<file path="config.mk">
export PLATFORM = sky130hd
export DESIGN_NAME = ethernet_vlan_mpls_classifier
export DESIGN_NICKNAME = d
export VERILOG_FILES = /design/src/sv/evmc_pkg.sv /design/src/sv/evmc_front.sv /design/src/sv/evmc_fifo.sv /design/src/sv/evmc_back.sv /design/src/sv/ethernet_vlan_mpls_classifier.sv
export VERILOG_INCLUDE_DIRS = /design/src /design/src/sv
export SDC_FILE = /design/constraint.sdc
export NUM_CORES = 1
export LEC_CHECK = 0
export ABC_AREA = 0
export BUFFER_PORTS_ARGS = -buffer_cell sky130_fd_sc_hd__buf_2
export CAP_MARGIN = 10
export CORE_MARGIN = 8
export CORE_UTILIZATION = 50
export CTS_CLUSTER_SIZE = 40
export DETAILED_ROUTE_END_ITERATION = 10
export PLACE_DENSITY = 0.7
export SYNTH_ARGS = -nofsm -noshare
export SYNTH_HDL_FRONTEND = slang
export SYNTH_SLANG_ARGS = --single-unit
export TNS_END_PERCENT = 10
</file>
<file path="constraint.sdc">
create_clock -name clk -period 4.6 [get_ports clk]
set_input_delay 0 -clock clk [delete_from_list [all_inputs] [get_ports clk]]
set_output_delay 0 -clock clk [all_outputs]
set_load 0.02 [all_outputs]
</file>
<file path="src/sv/ethernet_vlan_mpls_classifier_assert.svh">
// Assertion macros for the classifier RTL.
// Used by the classifier modules; expects clk and rst_n in scope.
`ifndef ETHERNET_VLAN_MPLS_CLASSIFIER_ASSERT_SVH
`define ETHERNET_VLAN_MPLS_CLASSIFIER_ASSERT_SVH

`ifndef SYNTH
`define EVMC_ASSERT_NOW(label, ante, cons) \
    label: assert property (@(posedge clk) disable iff (!rst_n) (ante) |-> (cons)) \
        else $error("evmc assertion failed");
`define EVMC_ASSERT_NEXT(label, ante, cons) \
    label: assert property (@(posedge clk) disable iff (!rst_n) (ante) |=> (cons)) \
        else $error("evmc assertion failed");
`else
`define EVMC_ASSERT_NOW(label, ante, cons)
`define EVMC_ASSERT_NEXT(label, ante, cons)
`endif

`endif

</file>
<file path="src/sv/evmc_pkg.sv">
// Shared types and constants for the Ethernet/VLAN/MPLS classifier.
// No dependencies.
package evmc_pkg;

    localparam int MAX_FRAME_BYTES = 16383;
    localparam int MAX_LABELS      = 16;

    localparam logic [13:0] POS_MAX = 14'd16383;
    localparam logic [13:0] LEN_CAP =
        (MAX_FRAME_BYTES < 16383) ? 14'(MAX_FRAME_BYTES) : 14'd16383;

    localparam int FIFO_DEPTH = 4;
    localparam int FIFO_AW    = $clog2(FIFO_DEPTH);
    localparam int FIFO_CW    = $clog2(FIFO_DEPTH + 1);

    localparam logic [15:0] TYPE_VLAN  = 16'h8100;
    localparam logic [15:0] TYPE_IPV4  = 16'h0800;
    localparam logic [15:0] TYPE_ARP   = 16'h0806;
    localparam logic [15:0] TYPE_MPLS  = 16'h8847;
    localparam logic [15:0] TYPE_MPLSM = 16'h8848;
    localparam logic [3:0]  IPV4_VER   = 4'h4;

    localparam logic [1:0] CLS_NONE = 2'd0;
    localparam logic [1:0] CLS_IPV4 = 2'd1;
    localparam logic [1:0] CLS_ARP  = 2'd2;

    localparam logic [1:0] STS_OK    = 2'd0;
    localparam logic [1:0] STS_SHORT = 2'd1;
    localparam logic [1:0] STS_TRUNC = 2'd2;
    localparam logic [1:0] STS_DEEP  = 2'd3;

    typedef enum logic [2:0] {
        PH_ETH,
        PH_VLAN,
        PH_MPLS,
        PH_VER,
        PH_DONE
    } phase_t;

    typedef struct packed {
        logic [7:0] data_byte;
        logic       last_byte;
    } evmc_in_t;

    typedef struct packed {
        logic [1:0]  hook_class;
        logic [13:0] payload_offset;
        logic [13:0] payload_length;
        logic [15:0] ether_type;
        logic        vlan_tagged;
        logic [4:0]  label_count;
        logic [1:0]  status;
    } evmc_out_t;

    // per-frame summary handed from parser to output stage
    typedef struct packed {
        logic [1:0]  hook_class;
        logic [13:0] payload_offset;
        logic [13:0] frame_len;
        logic [15:0] ether_type;
        logic        vlan_tagged;
        logic [4:0]  label_count;
        logic [1:0]  status;
    } evmc_rec_t;

    typedef struct packed {
        logic full;
        logic empty;
    } evmc_q_stat_t;

endpackage

</file>
<file path="src/sv/evmc_front.sv">
// Byte-serial header parser: tracks Ethernet, VLAN and MPLS fields per frame.
// Depends on evmc_pkg; pushes one summary per frame into the request queue.
`include "ethernet_vlan_mpls_classifier_assert.svh"
module evmc_front
    import evmc_pkg::*;
(
    input  logic         clk,
    input  logic         rst_n,
    input  logic         in_valid,
    output logic         in_ready,
    input  evmc_in_t     in_data,
    input  evmc_q_stat_t q_stat,
    output logic         push,
    output evmc_rec_t    push_rec
);

    logic [13:0] pos_reg, pos_next;
    phase_t      phase_reg, phase_next, phase_parse;
    logic [15:0] type_reg, type_next;
    logic [7:0]  held_reg, held_next;
    logic        tag_reg, tag_next;
    logic [4:0]  labels_reg, labels_next;
    logic [13:0] start_reg, start_next;
    logic [1:0]  class_reg, class_next;
    logic [1:0]  err_reg, err_next;

    logic        accept;
    logic        last;
    logic [15:0] cur_type;
    logic        eth_type_pos;
    logic        vlan_type_pos;
    logic        mpls_hit;
    logic        ver_hit;
    logic        stack_full;
    logic [13:0] len_raw;
    logic        short_frame;

    function automatic phase_t phase_for_type(input logic [15:0] t);
        if (t == TYPE_MPLS || t == TYPE_MPLSM)
            return PH_MPLS;
        return PH_DONE;
    endfunction

    function automatic logic [1:0] class_for_type(input logic [15:0] t);
        if (t == TYPE_IPV4)
            return CLS_IPV4;
        if (t == TYPE_ARP)
            return CLS_ARP;
        return CLS_NONE;
    endfunction

    assign in_ready      = !q_stat.full;
    assign accept        = in_valid && in_ready;
    assign last          = in_data.last_byte;
    assign cur_type      = {held_reg, in_data.data_byte};
    assign eth_type_pos  = (phase_reg == PH_ETH) && (pos_reg == 14'd13);
    assign vlan_type_pos = (phase_reg == PH_VLAN) && (pos_reg == 14'd17);
    assign mpls_hit      = (phase_reg == PH_MPLS) && (pos_reg == start_reg + 14'd2);
    assign ver_hit       = (phase_reg == PH_VER) && (pos_reg == start_reg);
    assign stack_full    = (labels_reg + 5'd1) >= 5'(MAX_LABELS);

    // next parse phase
    always_comb
    begin
        phase_parse = phase_reg;
        unique case (phase_reg)
            PH_ETH:
            begin
                if (pos_reg == 14'd13)
                    phase_parse = (cur_type == TYPE_VLAN) ? PH_VLAN : phase_for_type(cur_type);
            end
            PH_VLAN:
            begin
                if (pos_reg == 14'd17)
                    phase_parse = phase_for_type(cur_type);
            end
            PH_MPLS:
            begin
                if (mpls_hit)
                begin
                    if (in_data.data_byte[0])
                        phase_parse = PH_VER;
                    else if (stack_full)
                        phase_parse = PH_DONE;
                end
            end
            PH_VER:
            begin
                if (ver_hit)
                    phase_parse = PH_DONE;
            end
            PH_DONE:
                phase_parse = PH_DONE;
            default:
                phase_parse = PH_DONE;
        endcase
        phase_next = phase_reg;
        if (accept)
            phase_next = last ? PH_ETH : phase_parse;
    end

    // header fields after this byte
    always_comb
    begin
        pos_next    = (pos_reg == POS_MAX) ? POS_MAX : pos_reg + 14'd1;
        type_next   = type_reg;
        held_next   = held_reg;
        tag_next    = tag_reg;
        labels_next = labels_reg;
        start_next  = start_reg;
        class_next  = class_reg;
        err_next    = err_reg;
        if ((phase_reg == PH_ETH && pos_reg == 14'd12) ||
            (phase_reg == PH_VLAN && pos_reg == 14'd16))
            held_next = in_data.data_byte;
        if (eth_type_pos)
        begin
            type_next = cur_type;
            if (cur_type == TYPE_VLAN)
            begin
                tag_next   = 1'b1;
                start_next = 14'd18;
            end
            else
            begin
                start_next = 14'd14;
                class_next = class_for_type(cur_type);
            end
        end
        if (vlan_type_pos)
        begin
            type_next  = cur_type;
            class_next = class_for_type(cur_type);
        end
        if (mpls_hit)
        begin
            labels_next = labels_reg + 5'd1;
            start_next  = start_reg + 14'd4;
            if (!in_data.data_byte[0] && stack_full)
                err_next = STS_DEEP;
        end
        if (ver_hit && in_data.data_byte[7:4] == IPV4_VER)
            class_next = CLS_IPV4;
    end

    // frame summary on the last byte
    always_comb
    begin
        len_raw     = (pos_reg == POS_MAX) ? POS_MAX : pos_reg + 14'd1;
        short_frame = pos_reg < 14'd13;
        push        = accept && last;
        if (short_frame)
        begin
            push_rec        = '0;
            push_rec.status = STS_SHORT;
        end
        else
        begin
            push_rec.hook_class     = (phase_parse == PH_DONE) ? class_next : CLS_NONE;
            push_rec.payload_offset = start_next;
            push_rec.frame_len      = (len_raw > LEN_CAP) ? LEN_CAP : len_raw;
            push_rec.ether_type     = type_next;
            push_rec.vlan_tagged    = tag_next;
            push_rec.label_count    = labels_next;
            push_rec.status         = (phase_parse == PH_DONE) ? err_next : STS_TRUNC;
        end
    end

    always_ff @(posedge clk or negedge rst_n)
    begin
        if (!rst_n)
        begin
            pos_reg    <= '0;
            phase_reg  <= PH_ETH;
            type_reg   <= '0;
            held_reg   <= '0;
            tag_reg    <= 1'b0;
            labels_reg <= '0;
            start_reg  <= '0;
            class_reg  <= CLS_NONE;
            err_reg    <= STS_OK;
        end
        else if (accept)
        begin
            phase_reg <= phase_next;
            if (last)
            begin
                pos_reg    <= '0;
                type_reg   <= '0;
                held_reg   <= '0;
                tag_reg    <= 1'b0;
                labels_reg <= '0;
                start_reg  <= '0;
                class_reg  <= CLS_NONE;
                err_reg    <= STS_OK;
            end
            else
            begin
                pos_reg    <= pos_next;
                type_reg   <= type_next;
                held_reg   <= held_next;
                tag_reg    <= tag_next;
                labels_reg <= labels_next;
                start_reg  <= start_next;
                class_reg  <= class_next;
                err_reg    <= err_next;
            end
        end
    end

    `EVMC_ASSERT_NEXT(a_frame_restart, accept && last, pos_reg == 14'd0 && phase_reg == PH_ETH)
    `EVMC_ASSERT_NOW(a_label_bound, 1'b1, labels_reg <= 5'(MAX_LABELS))

endmodule

</file>
<file path="src/sv/evmc_fifo.sv">
// Small request queue between parser and output stage.
// Depends on evmc_pkg for the record type and depth.
`include "ethernet_vlan_mpls_classifier_assert.svh"
module evmc_fifo
    import evmc_pkg::*;
(
    input  logic         clk,
    input  logic         rst_n,
    input  logic         push,
    input  evmc_rec_t    push_rec,
    input  logic         pop,
    output evmc_rec_t    pop_rec,
    output evmc_q_stat_t q_stat
);

    evmc_rec_t          mem_reg [FIFO_DEPTH];
    logic [FIFO_AW-1:0] wr_ptr_reg, wr_ptr_next;
    logic [FIFO_AW-1:0] rd_ptr_reg, rd_ptr_next;
    logic [FIFO_CW-1:0] cnt_reg, cnt_next;

    assign q_stat.full  = (cnt_reg == FIFO_CW'(FIFO_DEPTH));
    assign q_stat.empty = (cnt_reg == '0);
    assign pop_rec      = mem_reg[rd_ptr_reg];

    always_comb
    begin
        wr_ptr_next = wr_ptr_reg;
        rd_ptr_next = rd_ptr_reg;
        cnt_next    = cnt_reg;
        if (push)
            wr_ptr_next = (wr_ptr_reg == FIFO_AW'(FIFO_DEPTH - 1)) ? '0 :
                          wr_ptr_reg + FIFO_AW'(1);
        if (pop)
            rd_ptr_next = (rd_ptr_reg == FIFO_AW'(FIFO_DEPTH - 1)) ? '0 :
                          rd_ptr_reg + FIFO_AW'(1);
        if (push && !pop)
            cnt_next = cnt_reg + FIFO_CW'(1);
        else if (pop && !push)
            cnt_next = cnt_reg - FIFO_CW'(1);
    end

    always_ff @(posedge clk or negedge rst_n)
    begin
        if (!rst_n)
        begin
            wr_ptr_reg <= '0;
            rd_ptr_reg <= '0;
            cnt_reg    <= '0;
        end
        else
        begin
            wr_ptr_reg <= wr_ptr_next;
            rd_ptr_reg <= rd_ptr_next;
            cnt_reg    <= cnt_next;
        end
    end

    always_ff @(posedge clk)
    begin
        if (push)
            mem_reg[wr_ptr_reg] <= push_rec;
    end

    `EVMC_ASSERT_NOW(a_no_overflow, push, !q_stat.full)
    `EVMC_ASSERT_NOW(a_no_underflow, pop, !q_stat.empty)
    `EVMC_ASSERT_NOW(a_cnt_bound, 1'b1, cnt_reg <= FIFO_CW'(FIFO_DEPTH))

endmodule

</file>
<file path="src/sv/evmc_back.sv">
// Output stage: finishes payload length and holds the result register.
// Depends on evmc_pkg; drains the request queue.
`include "ethernet_vlan_mpls_classifier_assert.svh"
module evmc_back
    import evmc_pkg::*;
(
    input  logic         clk,
    input  logic         rst_n,
    input  evmc_rec_t    q_rec,
    input  evmc_q_stat_t q_stat,
    output logic         pop,
    output logic         out_valid,
    input  logic         out_ready,
    output evmc_out_t    out_data
);

    logic      out_valid_reg, out_valid_next;
    evmc_out_t out_data_reg;
    evmc_out_t result;

    assign pop = !q_stat.empty && (!out_valid_reg || out_ready);

    always_comb
    begin
        result.hook_class     = q_rec.hook_class;
        result.payload_offset = q_rec.payload_offset;
        result.payload_length = (q_rec.frame_len > q_rec.payload_offset) ?
                                q_rec.frame_len - q_rec.payload_offset : '0;
        result.ether_type     = q_rec.ether_type;
        result.vlan_tagged    = q_rec.vlan_tagged;
        result.label_count    = q_rec.label_count;
        result.status         = q_rec.status;
    end

    always_comb
    begin
        out_valid_next = out_valid_reg;
        if (pop)
            out_valid_next = 1'b1;
        else if (out_ready)
            out_valid_next = 1'b0;
    end

    always_ff @(posedge clk or negedge rst_n)
    begin
        if (!rst_n)
            out_valid_reg <= 1'b0;
        else
            out_valid_reg <= out_valid_next;
    end

    always_ff @(posedge clk)
    begin
        if (pop)
            out_data_reg <= result;
    end

    assign out_valid = out_valid_reg;
    assign out_data  = out_data_reg;

    `EVMC_ASSERT_NOW(a_short_zero, out_valid_reg && out_data_reg.status == STS_SHORT,
                     out_data_reg.payload_offset == '0 && out_data_reg.label_count == '0)

endmodule

</file>
<file path="src/sv/ethernet_vlan_mpls_classifier.sv">
// Top level of the Ethernet/VLAN/MPLS header classifier.
// Depends on evmc_pkg, evmc_front, evmc_fifo and evmc_back.
//
// Accepts one frame byte per clock while in_ready is high and returns one
// classification result per frame. The result is written into a 4-entry queue
// at the edge that takes the last byte and moves into the output register once
// that register is empty or being taken. The parser keeps pace with the byte
// stream; in_ready drops only while the queue is full, i.e. when four results
// wait behind the one held at a stalled output.
module ethernet_vlan_mpls_classifier
    import evmc_pkg::*;
(
    input  logic      clk,
    input  logic      rst_n,
    input  logic      in_valid,
    output logic      in_ready,
    input  evmc_in_t  in_data,
    output logic      out_valid,
    input  logic      out_ready,
    output evmc_out_t out_data
);

    evmc_q_stat_t q_stat;
    evmc_rec_t    push_rec;
    evmc_rec_t    pop_rec;
    logic         push;
    logic         pop;

    evmc_front u_front (
        .clk      (clk),
        .rst_n    (rst_n),
        .in_valid (in_valid),
        .in_ready (in_ready),
        .in_data  (in_data),
        .q_stat   (q_stat),
        .push     (push),
        .push_rec (push_rec)
    );

    evmc_fifo u_fifo (
        .clk      (clk),
        .rst_n    (rst_n),
        .push     (push),
        .push_rec (push_rec),
        .pop      (pop),
        .pop_rec  (pop_rec),
        .q_stat   (q_stat)
    );

    evmc_back u_back (
        .clk       (clk),
        .rst_n     (rst_n),
        .q_rec     (pop_rec),
        .q_stat    (q_stat),
        .pop       (pop),
        .out_valid (out_valid),
        .out_ready (out_ready),
        .out_data  (out_data)
    );

endmodule

</file>
==> results.txt <==
Outcome - finished, final reports clean
Critical path buffers and inverters - 1
Top cell type by total area after synthesis - edfxtp_1
Filler cells - 2335
Final instance area - 0.0173 mm²
Max-cap violations - 0
FF+latch count, synth - 343
YS warnings - 0
Share of layout cells above drive strength 1 - 17.7%
DR vias - 9436
CTS buffer count - 36
RSZ-0062 raised after global routing - false
Peak supply drop - 278 µV
Post-DP HPWL - 21.5 mm
Clk buf depth - 3
Slack of the critical path - 0.917 ns
Vias per cell - 5.91
Die X - 191 µm
Initial DRC Count - 816
Clk slew on worst S/H paths - 0.06 ns
Area of the multi-input gates - 0.00495 mm²
Finish-stage setup viols - 0
DP Worst Slack - 1.04 ns
Sequential cell area - 0.00994 mm²
Hold wc startpoint - in_data[0]
Global route overflow - 0
Slowest-stage cell, CP - or4b_2
Clock root cell - clkbuf_16
Resize count post-CTS - 0
Ranking of synthesized cells by area - edfxtp_1, dfrtp_1, mux4_2
Slowest stage delay, CP - 0.63 ns
Placer Congestion - 0.902
Hold Crit Class - in2reg
Pre-antenna DRT Iters - 5
DRC Markers - 0
GR Layer Usage met3 - 2.82%
GRT busiest layer - met2
Distinct cells, synth - 66
Worst Path Required - 4.84 ns
WL per Instance - 20.7 µm
All-Layer GR Usage - 18.5%
Core ar. - 0.0303 mm²
Met1 Use GR - 26.5%
Rows - 64
Hold Path End - u_front.labels_reg[3]
FFs w/ async S/R, synth - 21.3%
TritonCTS clock tree - built
H-tree depth - 2
Maximum fanout along the worst path - 26
Power Dens Cells - 606 mW/mm²
Post-route antenna net violation count - 0
Final hold viol count - 0
Startpoint types - flop
Post-layout util - 57.0%
Port bufs - 68
Skew final - 0.0148 ns
Most used cell, CP - and2_1
Cell with the most instances after synthesis - edfxtp_1
Synth Flop Type - edfxtp_1
Largest net degree at the start of global routing - 74
Finished Layout Cells - 1596
Max-slew headroom - 35.1%
Register area share after synthesis - 65.1%
Critical Path AT - 3.92 ns
Placed cell count - 1520
Smallest hold slack - 0.146 ns
Final slew viol count - 0
Max Freq - 0.271 GHz
Leak pwr - 6.41 nW
Die height - 191 µm
Layout area overhead - 13.4%
Post-CTS Setup Inserts - 0
CP delay by family, top - simple AND/OR/NAND/NOR gates
Initial Util - 50.3%
R2r endpoint - u_fifo.mem_reg[2][53]
Die Footprint - 0.0363 mm²
Min Tclk post-route - 3.68 ns
NumNets Final - 1214
Worst R2R Setup Slack - 0.92 ns
Clock Sinks - 343
Avg Synthesized Cell Area - 13.9 µm²
Setup_tns - 0 ns
Number of synthesized flops with an enable pin - 270
Commonest cells in the netlist - edfxtp_1, nand2_1, nor2_1
IO Pins - 69
WS Path Type - reg2reg
Placed cell area - 0.0160 mm²
Netlist Area Pre-Place - 0.0153 mm²
Post-Syn Instances - 1100
Synthesized Nets - 1142
Met2 Use GR - 29.5%
R2r startpoint - u_front.start_reg[2]
Routed wire length - 33.1 mm
Critical path, cell by cell - ha_1 -> and2_1 -> nand3_1 -> or4b_2 -> o21ai_0 -> nor4b_4 -> buf_4 -> and2_1 -> nor2_1 -> nor4_1
CTS Hold Buffers Added - 10
Vias in the first global route - 9361
Initial antenna violation count - 0
Critical path capture point type - flop
Hold Path Stages - 2
Largest register FFs - 216
Worst reg2reg path depth - 10
First-pass GRT wire length - 53.2 mm
Top cell type's share of synthesized area - 53.2%
Total power - 10.5 mW
Tcrit/Tclk final - 80.1%
Least-Margin Pin Slew - 0.973 ns
Worst-skew pair later-pin latency - 0.52 ns
==> logic make-up (layout without fill, tap and decap cells) <==
logic type / count (synthesis) / in the layout / share of synthesized area (%)
DFF: 343 / 343 / 65.1
and+or+nand+nor: 324 / 324 / 10.4
AOI/OAI and AO/OA: 202 / 202 / 8.37
buffers and inverters: 96 / 195 / 2.49
muxes: 64 / 64 / 8.66
xor gates and xnor gates: 42 / 42 / 2.50
adders and majority gates: 29 / 29 / 2.48
other: 0 / 1 / 0
==> metal layers <==
layer,wire length (µm),vias up
li1,-,4318
met1,14700,4739
met2,15600,325
met3,2170,54
met4,605,0
met5,0,-
==> power breakdown <==
group	internal (mW)	switching (mW)
Sequential	4.05	0.331
Combinational	1.36	1.93
Clock	1.68	1.14
==> layout make-up <==
cell class / instances / area share (%)
clock buffers: 47 / 5.69
repair buffers: 98 / 3.63
multi-input cells: 661 / 28.6
diodes: 1 / 0.0145
well taps: 396 / 2.86
flip-flops and latches: 343 / 57.5
clock inverters: 18 / 1.01
inverters: 32 / 0.694
==> cells in the final DEF (no fill, tap or decap), types with 8 or more instances in the layout <==
cell type / n
edfxtp_1: 270
nand2_1: 99
nor2_1: 78
dfrtp_1: 71
buf_2: 68
a21oi_1: 59
mux4_2: 54
o21ai_0: 44
clkbuf_16: 38
nand3_1: 31
inv_1: 30
nor3_1: 28
ha_1: 27
xor2_1: 25
a21boi_0: 19
buf_4: 17
xnor2_1: 16
a31oi_1: 15
a22o_1: 15
nand4_1: 10
and3_1: 10
dlygate4sd3_1: 10
and2_1: 9
nand2b_1: 9
clkbuf_1: 9
clkinv_1: 8
or3_1: 8
nor2b_1: 8
==> worst reg2reg max path: stages (launching register included) <==
cell     delay, ns
dfrtp_1       0.47
ha_1          0.28
and2_1        0.29
nand3_1       0.15
or4b_2        0.63
o21ai_0       0.14
nor4b_4       0.24
buf_4         0.32
and2_1        0.26
nor2_1        0.10
nor4_1        0.53
==> how the worst max path moves through the flow <==
stage | endpoint | slack (ns) | start | depth (start not counted)
2_1_floorplan | u_fifo.cnt_reg[1] | 0.04 | u_fifo.cnt_reg[0] | 7
6_report | u_fifo.mem_reg[2][53] | 0.92 | u_front.start_reg[2] | 10
3_3_place_gp | u_fifo.mem_reg[0][40] | 1.07 | u_front.start_reg[2] | 10
4_1_cts | u_fifo.mem_reg[0][53] | 1.00 | u_front.start_reg[2] | 10
5_1_grt | u_fifo.mem_reg[2][53] | 0.67 | u_front.start_reg[3] | 10
3_5_place_dp | u_fifo.mem_reg[3][53] | 1.04 | u_front.start_reg[2] | 10
Note: power is estimated with default switching activity, not from simulation.
